<file path="src/hw/rtl/kms_pkg.sv">
// shared types and constants for the keypad matrix scanner
package kms_pkg;

    localparam int CODE_W      = 7;
    localparam int COL_W       = 3;
    localparam int LEVELS_W    = 8;
    localparam int OUT_SLOTS   = 6;
    localparam int HELD_W      = 3;
    localparam int CNT_W       = 8;
    localparam int COLS_CFG_W  = 4;
    localparam int ROWS_CFG_W  = 4;
    localparam int SPC_CFG_W   = 8;
    localparam int CAP_CFG_W   = 3;
    localparam int APB_ADDR_W  = 4;
    localparam int APB_DATA_W  = 32;

    localparam logic [COLS_CFG_W-1:0] COLS_RESET = 4'd4;
    localparam logic [ROWS_CFG_W-1:0] ROWS_RESET = 4'd4;
    localparam logic [SPC_CFG_W-1:0]  SPC_RESET  = 8'd20;
    localparam logic [CAP_CFG_W-1:0]  CAP_RESET  = 3'd6;

    typedef enum logic [1:0] {
        REG_COLUMNS  = 2'd0,
        REG_ROWS     = 2'd1,
        REG_SAMPLES  = 2'd2,
        REG_CAPACITY = 2'd3
    } reg_idx_t;

endpackage

</file>
<file path="src/hw/rtl/keypad_matrix_scanner_rollover.sv">
// keypad matrix scanner with ordered pressed-key list, apb configuration
// plain sample: S_IDLE takes the beat, S_DONE registers the result, then S_IDLE takes the next beat
// a column check visits each active row in S_ROW; a changed key with nonzero capacity adds a slot
// search in S_ADD or S_FIND, and a found release a shift in S_SHIFT (one slot a cycle; searches share one comparator)
// a held result stalls the scanner in S_DONE
// rst_n clears configuration to defaults, key map, list, column and counters
module keypad_matrix_scanner_rollover #(
    parameter int MAX_ROWS   = 8,
    parameter int MAX_COLS   = 8,
    parameter int LIST_SLOTS = 6
) (
    input  logic                                clk,
    input  logic                                rst_n,
    input  logic                                psel,
    input  logic                                penable,
    input  logic                                pwrite,
    input  logic [kms_pkg::APB_ADDR_W-1:0]      paddr,
    input  logic [kms_pkg::APB_DATA_W-1:0]      pwdata,
    output logic [kms_pkg::APB_DATA_W-1:0]      prdata,
    output logic                                pready,
    input  logic                                in_valid,
    output logic                                in_ready,
    input  logic [kms_pkg::LEVELS_W-1:0]        row_levels,
    output logic                                out_valid,
    input  logic                                out_ready,
    output logic [kms_pkg::COL_W-1:0]           drive_column,
    output logic [kms_pkg::CODE_W-1:0]          slot_0,
    output logic [kms_pkg::CODE_W-1:0]          slot_1,
    output logic [kms_pkg::CODE_W-1:0]          slot_2,
    output logic [kms_pkg::CODE_W-1:0]          slot_3,
    output logic [kms_pkg::CODE_W-1:0]          slot_4,
    output logic [kms_pkg::CODE_W-1:0]          slot_5,
    output logic [kms_pkg::HELD_W-1:0]          held_count
);

    localparam int CW  = (MAX_COLS > 1) ? $clog2(MAX_COLS) : 1;
    localparam int RW  = (MAX_ROWS > 1) ? $clog2(MAX_ROWS) : 1;
    localparam int RCW = $clog2(MAX_ROWS + 1);
    localparam int SW  = (LIST_SLOTS > 1) ? $clog2(LIST_SLOTS) : 1;

    typedef enum logic [2:0] {
        S_IDLE,
        S_ROW,
        S_ADD,
        S_FIND,
        S_SHIFT,
        S_DONE
    } state_t;

    state_t                                 state_reg, state_next;

    logic [kms_pkg::COLS_CFG_W-1:0]         cfg_cols_reg, cfg_cols_next;
    logic [kms_pkg::ROWS_CFG_W-1:0]         cfg_rows_reg, cfg_rows_next;
    logic [kms_pkg::SPC_CFG_W-1:0]          cfg_spc_reg, cfg_spc_next;
    logic [kms_pkg::CAP_CFG_W-1:0]          cfg_cap_reg, cfg_cap_next;

    logic [MAX_ROWS-1:0]                    map_reg [MAX_COLS];
    logic [MAX_ROWS-1:0]                    map_next [MAX_COLS];
    logic [kms_pkg::CODE_W-1:0]             slot_reg [LIST_SLOTS];
    logic [kms_pkg::CODE_W-1:0]             slot_next [LIST_SLOTS];

    logic [kms_pkg::COL_W-1:0]              col_reg, col_next;
    logic [kms_pkg::CNT_W-1:0]              cnt_reg, cnt_next;
    logic [kms_pkg::LEVELS_W-1:0]           seen_reg, seen_next;
    logic [MAX_ROWS-1:0]                    chk_seen_reg, chk_seen_next;
    logic [kms_pkg::COL_W-1:0]              chk_col_reg, chk_col_next;
    logic [RCW-1:0]                         row_reg, row_next;
    logic [SW-1:0]                          ptr_reg, ptr_next;
    logic [SW-1:0]                          fidx_reg, fidx_next;
    logic                                   found_reg, found_next;
    logic [kms_pkg::CODE_W-1:0]             code_reg, code_next;

    logic                                   out_valid_reg, out_valid_next;
    logic [kms_pkg::COL_W-1:0]              drive_reg, drive_next;
    logic [kms_pkg::CODE_W-1:0]             oslot_reg [kms_pkg::OUT_SLOTS];
    logic [kms_pkg::CODE_W-1:0]             oslot_next [kms_pkg::OUT_SLOTS];
    logic [kms_pkg::HELD_W-1:0]             held_reg, held_next;

    logic [kms_pkg::CODE_W-1:0]             slot_view [kms_pkg::OUT_SLOTS];
    logic [kms_pkg::CODE_W-1:0]             slot_up [LIST_SLOTS];

    logic [kms_pkg::SPC_CFG_W-1:0]          need;
    logic [kms_pkg::COLS_CFG_W-1:0]         cols_eff;
    logic [kms_pkg::ROWS_CFG_W-1:0]         rows_eff;
    logic [kms_pkg::CAP_CFG_W-1:0]          cap_eff;
    logic [kms_pkg::CNT_W-1:0]              cnt_inc;
    logic [kms_pkg::LEVELS_W-1:0]           seen_or;
    logic [kms_pkg::CAP_CFG_W-1:0]          ptr_ext;
    logic                                   ptr_last;
    logic [kms_pkg::CODE_W-1:0]             cmp_val;
    logic                                   cmp_hit;
    logic                                   key_now;
    logic                                   key_old;
    logic [kms_pkg::CODE_W-1:0]             row_code;
    logic [kms_pkg::HELD_W-1:0]             held_calc;
    logic                                   cfg_wr;

    // list view for outputs, and each slot's next-higher neighbour for removal
    for (genvar k = 0; k < kms_pkg::OUT_SLOTS; k++) begin : g_view
        if (k < LIST_SLOTS) begin : g_on
            assign slot_view[k] = slot_reg[k];
        end else begin : g_off
            assign slot_view[k] = '0;
        end
    end

    for (genvar k = 0; k < LIST_SLOTS; k++) begin : g_up
        if (k < LIST_SLOTS - 1) begin : g_on
            assign slot_up[k] = slot_reg[k + 1];
        end else begin : g_off
            assign slot_up[k] = '0;
        end
    end

    assign need     = (cfg_spc_reg == '0) ? 8'd1 : cfg_spc_reg;
    assign cols_eff = (cfg_cols_reg == '0) ? 4'd1 :
                      (cfg_cols_reg > 4'(MAX_COLS)) ? 4'(MAX_COLS) : cfg_cols_reg;
    assign rows_eff = (cfg_rows_reg > 4'(MAX_ROWS)) ? 4'(MAX_ROWS) : cfg_rows_reg;
    assign cap_eff  = (cfg_cap_reg > 3'(LIST_SLOTS)) ? 3'(LIST_SLOTS) : cfg_cap_reg;
    assign cnt_inc  = cnt_reg + 8'd1;
    assign seen_or  = seen_reg | row_levels;
    assign ptr_ext  = 3'(ptr_reg);
    assign ptr_last = (ptr_ext + 3'd1) >= cap_eff;

    // shared slot comparator: empty slot for insertion, key code for removal
    assign cmp_val  = (state_reg == S_ADD) ? '0 : code_reg;
    assign cmp_hit  = (slot_reg[ptr_reg] == cmp_val);

    assign key_now  = ~chk_seen_reg[row_reg[RW-1:0]];
    assign key_old  = map_reg[chk_col_reg[CW-1:0]][row_reg[RW-1:0]];
    assign row_code = kms_pkg::CODE_W'(int'(row_reg) * MAX_COLS + int'(chk_col_reg) + 1);

    assign cfg_wr   = psel && penable && pwrite;

    always_comb
    begin
        held_calc = '0;
        for (int i = 0; i < LIST_SLOTS; i++)
        begin
            held_calc = held_calc + kms_pkg::HELD_W'(slot_reg[i] != '0);
        end
    end

    always_comb
    begin
        unique case (kms_pkg::reg_idx_t'(paddr[3:2]))
            kms_pkg::REG_COLUMNS:  prdata = 32'(cfg_cols_reg);
            kms_pkg::REG_ROWS:     prdata = 32'(cfg_rows_reg);
            kms_pkg::REG_SAMPLES:  prdata = 32'(cfg_spc_reg);
            kms_pkg::REG_CAPACITY: prdata = 32'(cfg_cap_reg);
            default:               prdata = '0;
        endcase
    end

    always_comb
    begin
        state_next     = state_reg;
        cfg_cols_next  = cfg_cols_reg;
        cfg_rows_next  = cfg_rows_reg;
        cfg_spc_next   = cfg_spc_reg;
        cfg_cap_next   = cfg_cap_reg;
        map_next       = map_reg;
        slot_next      = slot_reg;
        col_next       = col_reg;
        cnt_next       = cnt_reg;
        seen_next      = seen_reg;
        chk_seen_next  = chk_seen_reg;
        chk_col_next   = chk_col_reg;
        row_next       = row_reg;
        ptr_next       = ptr_reg;
        fidx_next      = fidx_reg;
        found_next     = found_reg;
        code_next      = code_reg;
        out_valid_next = out_valid_reg;
        drive_next     = drive_reg;
        oslot_next     = oslot_reg;
        held_next      = held_reg;

        if (cfg_wr)
        begin
            unique case (kms_pkg::reg_idx_t'(paddr[3:2]))
                kms_pkg::REG_COLUMNS:  cfg_cols_next = pwdata[kms_pkg::COLS_CFG_W-1:0];
                kms_pkg::REG_ROWS:     cfg_rows_next = pwdata[kms_pkg::ROWS_CFG_W-1:0];
                kms_pkg::REG_SAMPLES:  cfg_spc_next  = pwdata[kms_pkg::SPC_CFG_W-1:0];
                kms_pkg::REG_CAPACITY: cfg_cap_next  = pwdata[kms_pkg::CAP_CFG_W-1:0];
                default:               cfg_cols_next = cfg_cols_reg;
            endcase
        end

        if (out_valid_reg && out_ready)
        begin
            out_valid_next = 1'b0;
        end

        unique case (state_reg)
            S_IDLE:
            begin
                if (in_valid)
                begin
                    if (cnt_inc >= need)
                    begin
                        cnt_next      = '0;
                        seen_next     = '0;
                        chk_seen_next = seen_or[MAX_ROWS-1:0];
                        chk_col_next  = col_reg;
                        row_next      = '0;
                        if ((4'(col_reg) + 4'd1) >= cols_eff)
                        begin
                            col_next = '0;
                        end
                        else
                        begin
                            col_next = col_reg + 3'd1;
                        end
                        if (4'(col_reg) < 4'(MAX_COLS))
                        begin
                            state_next = S_ROW;
                        end
                        else
                        begin
                            state_next = S_DONE;
                        end
                    end
                    else
                    begin
                        cnt_next   = cnt_inc;
                        seen_next  = seen_or;
                        state_next = S_DONE;
                    end
                end
            end
            S_ROW:
            begin
                if (4'(row_reg) >= rows_eff)
                begin
                    state_next = S_DONE;
                end
                else
                begin
                    row_next = row_reg + 1'b1;
                    if (key_now != key_old)
                    begin
                        map_next[chk_col_reg[CW-1:0]][row_reg[RW-1:0]] = key_now;
                        code_next  = row_code;
                        ptr_next   = '0;
                        found_next = 1'b0;
                        if (cap_eff != '0)
                        begin
                            state_next = key_now ? S_ADD : S_FIND;
                        end
                    end
                end
            end
            S_ADD:
            begin
                if (cmp_hit)
                begin
                    slot_next[ptr_reg] = code_reg;
                    state_next         = S_ROW;
                end
                else if (ptr_last)
                begin
                    state_next = S_ROW;
                end
                else
                begin
                    ptr_next = ptr_reg + 1'b1;
                end
            end
            S_FIND:
            begin
                // last matching slot wins
                if (cmp_hit)
                begin
                    found_next = 1'b1;
                    fidx_next  = ptr_reg;
                end
                if (ptr_last)
                begin
                    if (cmp_hit || found_reg)
                    begin
                        ptr_next   = cmp_hit ? ptr_reg : fidx_reg;
                        state_next = S_SHIFT;
                    end
                    else
                    begin
                        state_next = S_ROW;
                    end
                end
                else
                begin
                    ptr_next = ptr_reg + 1'b1;
                end
            end
            S_SHIFT:
            begin
                if (ptr_last)
                begin
                    slot_next[ptr_reg] = '0;
                    state_next         = S_ROW;
                end
                else
                begin
                    slot_next[ptr_reg] = slot_up[ptr_reg];
                    ptr_next           = ptr_reg + 1'b1;
                end
            end
            S_DONE:
            begin
                if (!out_valid_reg || out_ready)
                begin
                    out_valid_next = 1'b1;
                    drive_next     = col_reg;
                    oslot_next     = slot_view;
                    held_next      = held_calc;
                    state_next     = S_IDLE;
                end
            end
            default:
            begin
                state_next = S_IDLE;
            end
        endcase
    end

    always_ff @(posedge clk or negedge rst_n)
    begin
        if (!rst_n)
        begin
            state_reg     <= S_IDLE;
            cfg_cols_reg  <= kms_pkg::COLS_RESET;
            cfg_rows_reg  <= kms_pkg::ROWS_RESET;
            cfg_spc_reg   <= kms_pkg::SPC_RESET;
            cfg_cap_reg   <= kms_pkg::CAP_RESET;
            for (int c = 0; c < MAX_COLS; c++)
            begin
                map_reg[c] <= '0;
            end
            for (int i = 0; i < LIST_SLOTS; i++)
            begin
                slot_reg[i] <= '0;
            end
            col_reg       <= '0;
            cnt_reg       <= '0;
            seen_reg      <= '0;
            chk_seen_reg  <= '0;
            chk_col_reg   <= '0;
            row_reg       <= '0;
            ptr_reg       <= '0;
            fidx_reg      <= '0;
            found_reg     <= 1'b0;
            code_reg      <= '0;
            out_valid_reg <= 1'b0;
            drive_reg     <= '0;
            for (int k = 0; k < kms_pkg::OUT_SLOTS; k++)
            begin
                oslot_reg[k] <= '0;
            end
            held_reg      <= '0;
        end
        else
        begin
            state_reg     <= state_next;
            cfg_cols_reg  <= cfg_cols_next;
            cfg_rows_reg  <= cfg_rows_next;
            cfg_spc_reg   <= cfg_spc_next;
            cfg_cap_reg   <= cfg_cap_next;
            map_reg       <= map_next;
            slot_reg      <= slot_next;
            col_reg       <= col_next;
            cnt_reg       <= cnt_next;
            seen_reg      <= seen_next;
            chk_seen_reg  <= chk_seen_next;
            chk_col_reg   <= chk_col_next;
            row_reg       <= row_next;
            ptr_reg       <= ptr_next;
            fidx_reg      <= fidx_next;
            found_reg     <= found_next;
            code_reg      <= code_next;
            out_valid_reg <= out_valid_next;
            drive_reg     <= drive_next;
            oslot_reg     <= oslot_next;
            held_reg      <= held_next;
        end
    end

    assign pready       = 1'b1;
    assign in_ready     = (state_reg == S_IDLE);
    assign out_valid    = out_valid_reg;
    assign drive_column = drive_reg;
    assign slot_0       = oslot_reg[0];
    assign slot_1       = oslot_reg[1];
    assign slot_2       = oslot_reg[2];
    assign slot_3       = oslot_reg[3];
    assign slot_4       = oslot_reg[4];
    assign slot_5       = oslot_reg[5];
    assign held_count   = held_reg;

`ifndef SYNTH
    // one beat in flight at a time
    a_one_beat: assert property (@(posedge clk) disable iff (!rst_n)
        (in_valid && in_ready) |=> !in_ready)
        else $error("input beat taken while busy");

    // slot pointer stays inside the active list
    a_ptr_range: assert property (@(posedge clk) disable iff (!rst_n)
        (state_reg == S_ADD || state_reg == S_FIND || state_reg == S_SHIFT)
            |-> (3'(ptr_reg) < cap_eff))
        else $error("slot pointer beyond capacity");

    // shifting only follows a successful search
    a_shift_found: assert property (@(posedge clk) disable iff (!rst_n)
        (state_reg == S_SHIFT) |-> found_reg)
        else $error("list shift without a match");

    // held count never exceeds the list size
    a_held_range: assert property (@(posedge clk) disable iff (!rst_n)
        out_valid |-> (held_count <= kms_pkg::HELD_W'(LIST_SLOTS)))
        else $error("held count out of range");
`endif

endmodule

</file>
<file path="config.mk">
export PLATFORM = sky130hd
export DESIGN_NAME = keypad_matrix_scanner_rollover
export DESIGN_NICKNAME = d
export VERILOG_FILES = /design/src/hw/rtl/kms_pkg.sv /design/src/hw/rtl/keypad_matrix_scanner_rollover.sv
export SDC_FILE = /design/constraint.sdc
export NUM_CORES = 1
export LEC_CHECK = 0
export ABC_AREA = 0
export BUFFER_PORTS_ARGS = -buffer_cell sky130_fd_sc_hd__buf_4
export CORE_UTILIZATION = 55
export CTS_CLUSTER_DIAMETER = 50
export DETAILED_ROUTE_END_ITERATION = 8
export GPL_ROUTABILITY_DRIVEN = 1
export PLACE_DENSITY = 0.73
export SETUP_SLACK_MARGIN = 0.2
export SYNTH_ARGS = -nofsm -noshare
export SYNTH_HDL_FRONTEND = slang
export SYNTH_SLANG_ARGS = --single-unit
</file>
<file path="constraint.sdc">
create_clock -name clk -period 4.35 [get_ports clk]
set_input_delay 0 -clock clk [delete_from_list [all_inputs] [get_ports clk]]
set_output_delay 0 -clock clk [all_outputs]
set_load 0.02 [all_outputs]
</file>
==> impl_metrics.env, run 1 <==
export IMPL_synth_simple_area_share_pct=13.82
export IMPL_worstHoldPathType="in2reg"
export IMPL_p_leak_nw=6.505
export IMPL_power_density_mw_per_mm2=660.6
export IMPL_tightest_slew_ns=0.9661
export IMPL_status="complete, no violations"
export IMPL_synthArstFlopShare_pct=100.0
export IMPL_synthTopCellsByArea="dfrtp_1 (45%), mux2_2 (15%), mux4_2 (3.1%)"
export IMPL_skew_ns=0.01732
export IMPL_crit_fanout=17
export IMPL_via_per_inst=5.912
export IMPL_dieHeight_um=150.7
export IMPL_critical_path_class="reg2reg"
export IMPL_yosysMostFrequentCell="dfrtp_1"
export IMPL_crit_path_cell_trace="nand2b_1 -> o22ai_1 -> or3_1 -> a2111o_1 -> a32o_1 -> or2_0 -> a32o_1 -> o31ai_1 -> a22oi_1"
export IMPL_cts_tree="built"
export IMPL_hpwl_mm=19.10
export IMPL_crit_path_start_kind="flip-flop"
export IMPL_max_freq_mhz=266.6
export IMPL_vias=8820
export IMPL_cp_slowest_cell="dfrtp_1"
export IMPL_initial_core_util_pct=55.88
export IMPL_cts_htree_levels=1
export IMPL_synth_ff_type="dfrtp_1"
export IMPL_rows=54
export IMPL_grt_max_degree=130
export IMPL_grt_ovfl_total=0
export IMPL_synth_xor_xnor_area_share_pct=1.523
export IMPL_synth_edf_count=0
export IMPL_startpoint="ptr_ext[1]"
export IMPL_setup_viol=0
export IMPL_antenna_found_initial=0
export IMPL_io_buffers=82
export IMPL_netlist_instances=1095
export IMPL_synth_top_family_by_area="multiplexers"
export IMPL_relSlewSlack_pct=35.60
export IMPL_cts_buffers=27
export IMPL_drt_iter0_markers=590
export IMPL_wl_per_cell_um=19.09
export IMPL_fin_nets=1271
export IMPL_syn_to_final_growth_pct=16.66
export IMPL_gp_congestion=0.9313
export IMPL_synth_area_mm2=0.01216
export IMPL_rsz0062_at_grt="no"
export IMPL_synth_fa_ha_area_share_pct=3.067
export IMPL_first_pass_iters=5
export IMPL_yosysUniqueCellTypes=81
export IMPL_instances_no_fill=1492
export IMPL_insertion_delay_ns=0.53
export IMPL_synth_top_area_cell="dfrtp_1"
export IMPL_slowest_delay_ns=0.74
export IMPL_antennaDiodeCount=0
export IMPL_synthMuxAreaShare_pct=21.65
export IMPL_core_mm2=0.02176
export IMPL_drv_slew=0
export IMPL_cts_sinks=225
export IMPL_arrival_ns=4.12
export IMPL_hold_viol_final=0
export IMPL_netlist_area_leader_share_pct=45.08
export IMPL_io_pins=134
export IMPL_dpl_cell_count=1417
export IMPL_yosysWarnings=0
export IMPL_period_share_pct=86.24
export IMPL_die_area_mm2=0.02270
export IMPL_dpl_worst_slack_ns=0.6871
export IMPL_finalCriticalPeriod_ns=3.752
export IMPL_synth_seq_cells=225
export IMPL_cts_root_buf="clkbuf_16"
export IMPL_cts_resized=0
export IMPL_required_ns=4.72
export IMPL_largest_reg_flops=64
export IMPL_syn_area_per_cell_um2=11.10
export IMPL_timing_rr_start="ptr_ext[1]"
export IMPL_drt_wl_total_mm=28.49
export IMPL_grt_usage_pct=25.84
export IMPL_worst_slack_ns=0.5984
export IMPL_timing_setup_tns_ns=0
export IMPL_ys_top_cells_by_count="dfrtp_1 (219), mux2_2 (167), nand2_1 (97), nor3_1 (65), o21ai_0 (55)"
export IMPL_min_from="pwrite"
export IMPL_irDropWorstVdd_mv=0.3962
export IMPL_cts_clk_slew_worst_paths_ns=0.06
export IMPL_die_x_um=150.7
export IMPL_crit_top_cell="a32o_1"
export IMPL_grt_pass1_vias=8847
export IMPL_clk_path_buf_depth=3
export IMPL_yosysSeqAreaShare_pct=46.37
export IMPL_synth_compound_area_share_pct=8.603
export IMPL_drcViolationCount=0
export IMPL_grt_pass1_wl_mm=46.23
export IMPL_antenna_left=0
export IMPL_crit_path_end_kind="flip-flop"
export IMPL_layout_drive_gt1_share_pct=30.03
export IMPL_drv_cap=0
-- power by group --
part	total (mW)	leakage, nW	switching, mW	internal, mW
Clock	2.48	0.483	0.911	1.57
Sequential	3.23	2.95	0.580	2.65
Combinational	3.66	3.08	2.08	1.58
Total	9.37	6.50	3.57	5.80
-- area by class of cell --
class | count | area [um2]
clock buffers | 32 | 734.5
clock inverters | 17 | 264.0
fillers | 1661 | 7572
inverters | 28 | 105.1
multi-input cells | 779 | 6022
flip-flops and latches | 225 | 5639
well taps | 280 | 350.3
repair buffers | 131 | 1069
-- cell families (layout without fill, tap and decap cells) --
logic type                 count (synthesis)  after routing
AOI/OAI and AO/OA                        159            159
adders and majority gates                 28             28
other                                      2             25
buffers and inverters                    114            208
xor gates and xnor gates                  19             19
and+or+nand+nor                          329            329
DFF                                      225            225
muxes                                    219            219
-- worst max-delay path, delay by kind of cell, from the launching register on --
family,cells,cell delay (ns)
compound gates,6,1.60
simple gates,3,1.24
flops,1,0.74
-- path summary, 6_finish.rpt --
kind	to	slack, ns	depth (start not counted)
setup / recovery	ptr_ext[1]	0.60	9
min in group asynchronous	slot_4[2]	0.18	2
max in group asynchronous	cfg_cap_reg[1]	3.11	3
setup reg to reg	ptr_ext[1]	0.60	9
hold / removal	cfg_rows_reg[0]	0.13	4
hold reg to reg	chk_seen_reg[3]	0.47	2
-- repair_timing --
action,in CTS,in global routing
endpoints found under the setup margin,0,0
hold endpoints to repair,175,0
buffers inserted,0,0
hold buffers,26,0
-- through the flow --
| stage | area [um2] | utilization [%] | power (mW) | hold WS, ns |
|---|---|---|---|---|
| after floorplan | 12240 | - | 5.915 | -0.2956 |
| after global placement | 12920 | 59.41 | 6.761 | 0.1832 |
| after detailed placement | 12920 | 59.41 | 6.863 | 0.1841 |
| after CTS | 14180 | 65.19 | 9.403 | 0.08511 |
| after global routing | 14180 | 65.19 | 9.919 | 0.1593 |
| final | 14180 | 65.19 | 9.370 | 0.1278 |
-- cell usage in the layout, fill, tap and decap left out, drive strengths merged, types with 5 or more instances in the layout --
cell | netlist | final
dfrtp | 219 | 219
mux2 | 176 | 176
buf | 52 | 105
nand2 | 98 | 98
nor3 | 71 | 71
o21ai | 56 | 56
nor2 | 56 | 56
clkbuf | 34 | 32
a21oi | 28 | 28
inv | 25 | 28
mux2i | 26 | 26
dlygate4sd3 | 0 | 26
ha | 25 | 25
conb | 2 | 25
nand3 | 20 | 20
and2 | 17 | 17
mux4 | 17 | 17
nor2b | 12 | 12
nand2b | 12 | 12
o22ai | 10 | 10
xnor2 | 10 | 10
xor2 | 9 | 9
nor3b | 9 | 9
a31oi | 9 | 9
nor4 | 8 | 8
clkinv | 3 | 8
or3 | 7 | 7
a21o | 7 | 7
dfstp | 6 | 6
bufinv | 0 | 6
a221oi | 5 | 5
o211ai | 5 | 5
-- routing by layer --
metal	vias up	wire length, um	GRT usage (%)
met5	-	0	0
met1	4388	12490	34.64
met4	0	869	8.300
li1	4102	-	-
met2	266	13840	43.43
met3	64	1278	3.485
(Power assumes the default switching activity.)
==> run 2: changes to the inputs <==
--- a/config.mk
+++ b/config.mk
@@ -10,7 +10,7 @@
 export CORE_UTILIZATION = 55
 export CTS_CLUSTER_DIAMETER = 50
 export DETAILED_ROUTE_END_ITERATION = 8
-export GPL_ROUTABILITY_DRIVEN = 1
+export GPL_TIMING_DRIVEN = 0
 export PLACE_DENSITY = 0.73
 export SETUP_SLACK_MARGIN = 0.2
 export SYNTH_ARGS = -nofsm -noshare
==> impl_metrics.env, run 2 (synthesis results as in run 1) <==
export IMPL_cts_setup_buffers=0
export IMPL_rows=54
export IMPL_wl_per_cell_um=20.24
export IMPL_timing_setup_tns_ns=0
export IMPL_grt_pass1_wl_mm=50.57
export IMPL_regArea_mm2=0.005638
export IMPL_crit_path_end_kind="flip-flop"
export IMPL_hold_viol_final=0
export IMPL_cts_root_buf="clkbuf_16"
export IMPL_arrival_ns=4.33
export IMPL_antenna_found_initial=0
export IMPL_multi_input_area_mm2=0.006011
export IMPL_ctsHoldBuffers=30
export IMPL_initial_core_util_pct=55.88
export IMPL_num_fill_cells=1692
export IMPL_vias=9322
export IMPL_io_pins=134
export IMPL_largest_reg_flops=64
export IMPL_status="complete, no violations"
export IMPL_p_leak_nw=6.691
export IMPL_final_cell_mix="dfrtp_1 (219), mux2_2 (167), buf_4 (114)"
export IMPL_power_density_mw_per_mm2=668.6
export IMPL_r2r_end="map_reg[44]"
export IMPL_grt_ovfl_total=0
export IMPL_io_buffers=80
export IMPL_dpl_worst_slack_ns=0.5975
export IMPL_mostFrequentLayoutCell="dfrtp_1"
export IMPL_worst_slack_ns=0.4628
export IMPL_syn_to_final_growth_pct=19.37
export IMPL_cts_tree="built"
export IMPL_cts_resized=0
export IMPL_cts_htree_levels=1
export IMPL_hpwl_mm=21.46
export IMPL_die_area_mm2=0.02270
export IMPL_drt_wl_total_mm=31.58
export IMPL_drv_cap=0
export IMPL_max_freq_mhz=257.3
export IMPL_first_pass_iters=5
export IMPL_grt_max_degree=91
export IMPL_period_share_pct=89.36
export IMPL_via_per_inst=5.976
export IMPL_relSlewSlack_pct=23.93
export IMPL_hold_depth=5
export IMPL_cts_buffers=27
export IMPL_irDropWorstVdd_mv=0.4050
export IMPL_required_ns=4.79
export IMPL_grt_pass1_vias=9333
export IMPL_fin_nets=1338
export IMPL_cts_clk_slew_worst_paths_ns=0.06
export IMPL_reg2reg_slack_ns=0.46
export IMPL_cts_sinks=225
export IMPL_worstRegToRegCells=13
export IMPL_core_mm2=0.02176
export IMPL_drt_iter0_markers=621
export IMPL_clk_path_buf_depth=3
export IMPL_min_to="cfg_spc_reg[7]"
export IMPL_min_from="psel"
export IMPL_dieHeight_um=150.7
export IMPL_layout_drive_gt1_share_pct=30.23
export IMPL_rsz0062_at_grt="no"
export IMPL_setup_viol=0
export IMPL_skew_ns=0.02024
export IMPL_finalCriticalPeriod_ns=3.887
export IMPL_worstHoldPathType="in2reg"
export IMPL_grt_usage_pct=28.94
export IMPL_timing_rr_start="chk_col_reg[0]"
export IMPL_tightest_slew_ns=1.132
export IMPL_die_x_um=150.7
export IMPL_crit_fanout=10
export IMPL_drv_slew=0
export IMPL_antenna_left=0
export IMPL_crit_path_start_kind="flip-flop"
export IMPL_critical_path_class="reg2reg"
export IMPL_gp_congestion=0.9328
export IMPL_antennaDiodeCount=0
export IMPL_drcViolationCount=0
export IMPL_insertion_delay_ns=0.55
-- run 2: cell count changes in the layout (fill, tap and decap cells not counted), moves of 2 or more --
cell           change
dlygate4sd3_1      +4
buf_2             +11
buf_1              +3
clkbuf_8           +3
clkbuf_1          +36
buf_6              +3
buf_4             +11
bufinv_16          -3
buf_16             +2
-- run 2: cell type report --
class	instances	area share, %
Sequential cell	225	38.85
Buffer	86	3.380
Timing Repair Buffer	112	6.638
Clock buffer	37	5.397
Inverter	28	0.7242
Clock inverter	13	1.181
Multi-Input combinational cell	779	41.42
Tap cell	280	2.414
-- run 2: worst max path at each step --
stage / start / to / slack, ns / depth (start not counted)
6_report: chk_col_reg[0] / map_reg[44] / 0.46 / 13
5_1_grt: row_reg[0] / map_reg[42] / 0.38 / 14
4_1_cts: chk_col_reg[0] / map_reg[44] / 0.55 / 13
3_5_place_dp: chk_col_reg[0] / map_reg[40] / 0.60 / 13
3_3_place_gp: chk_col_reg[0] / map_reg[41] / 0.61 / 13
2_1_floorplan: slot_reg[31] / held_count[1] / 1.26 / 8
-- run 2: worst max-delay path, stage by stage, from the launching register on --
cell and delay [ns]:
dfrtp_1 0.35, buf_4 0.20, buf_2 0.28, clkinv_1 0.33, nand3_1 0.49, o211ai_1 0.18, o211ai_1 0.26, and4bb_4 0.31
xnor2_4 0.17, nand2_2 0.14, buf_4 0.22, buf_4 0.19, nor3_1 0.26, mux2_2 0.38
-- run 2: through the flow --
stage	utilization [%]	hold WS (ns)	instance area, um2	total power, mW	std cells
2_1_floorplan	-	-0.2956	12240	5.915	1118
6_report	66.71	0.04436	14510	9.704	1560
3_3_place_gp	60.65	0.2042	13200	7.160	1478
4_1_cts	66.71	0.003815	14510	9.698	1560
5_1_grt	66.71	0.1036	14510	10.26	1560
3_5_place_dp	60.94	-0.04013	13260	7.272	1480
-- run 2: where the power goes --
part           switching [mW]  total, mW  internal, mW
clock                   0.935       2.38          1.45
combinational            2.43       4.15          1.71
sequential              0.519       3.17          2.66
total                    3.89       9.70          5.82
-- run 2: layer usage --
metal | routed length, um | global-route usage (%) | vias to the layer above
met1 | 12940 | 37.38 | 4585
met2 | 15560 | 48.57 | 393
li1 | - | - | 4242
met3 | 1890 | 4.697 | 102
met5 | 0 | 0 | -
met4 | 1190 | 11.65 | 0
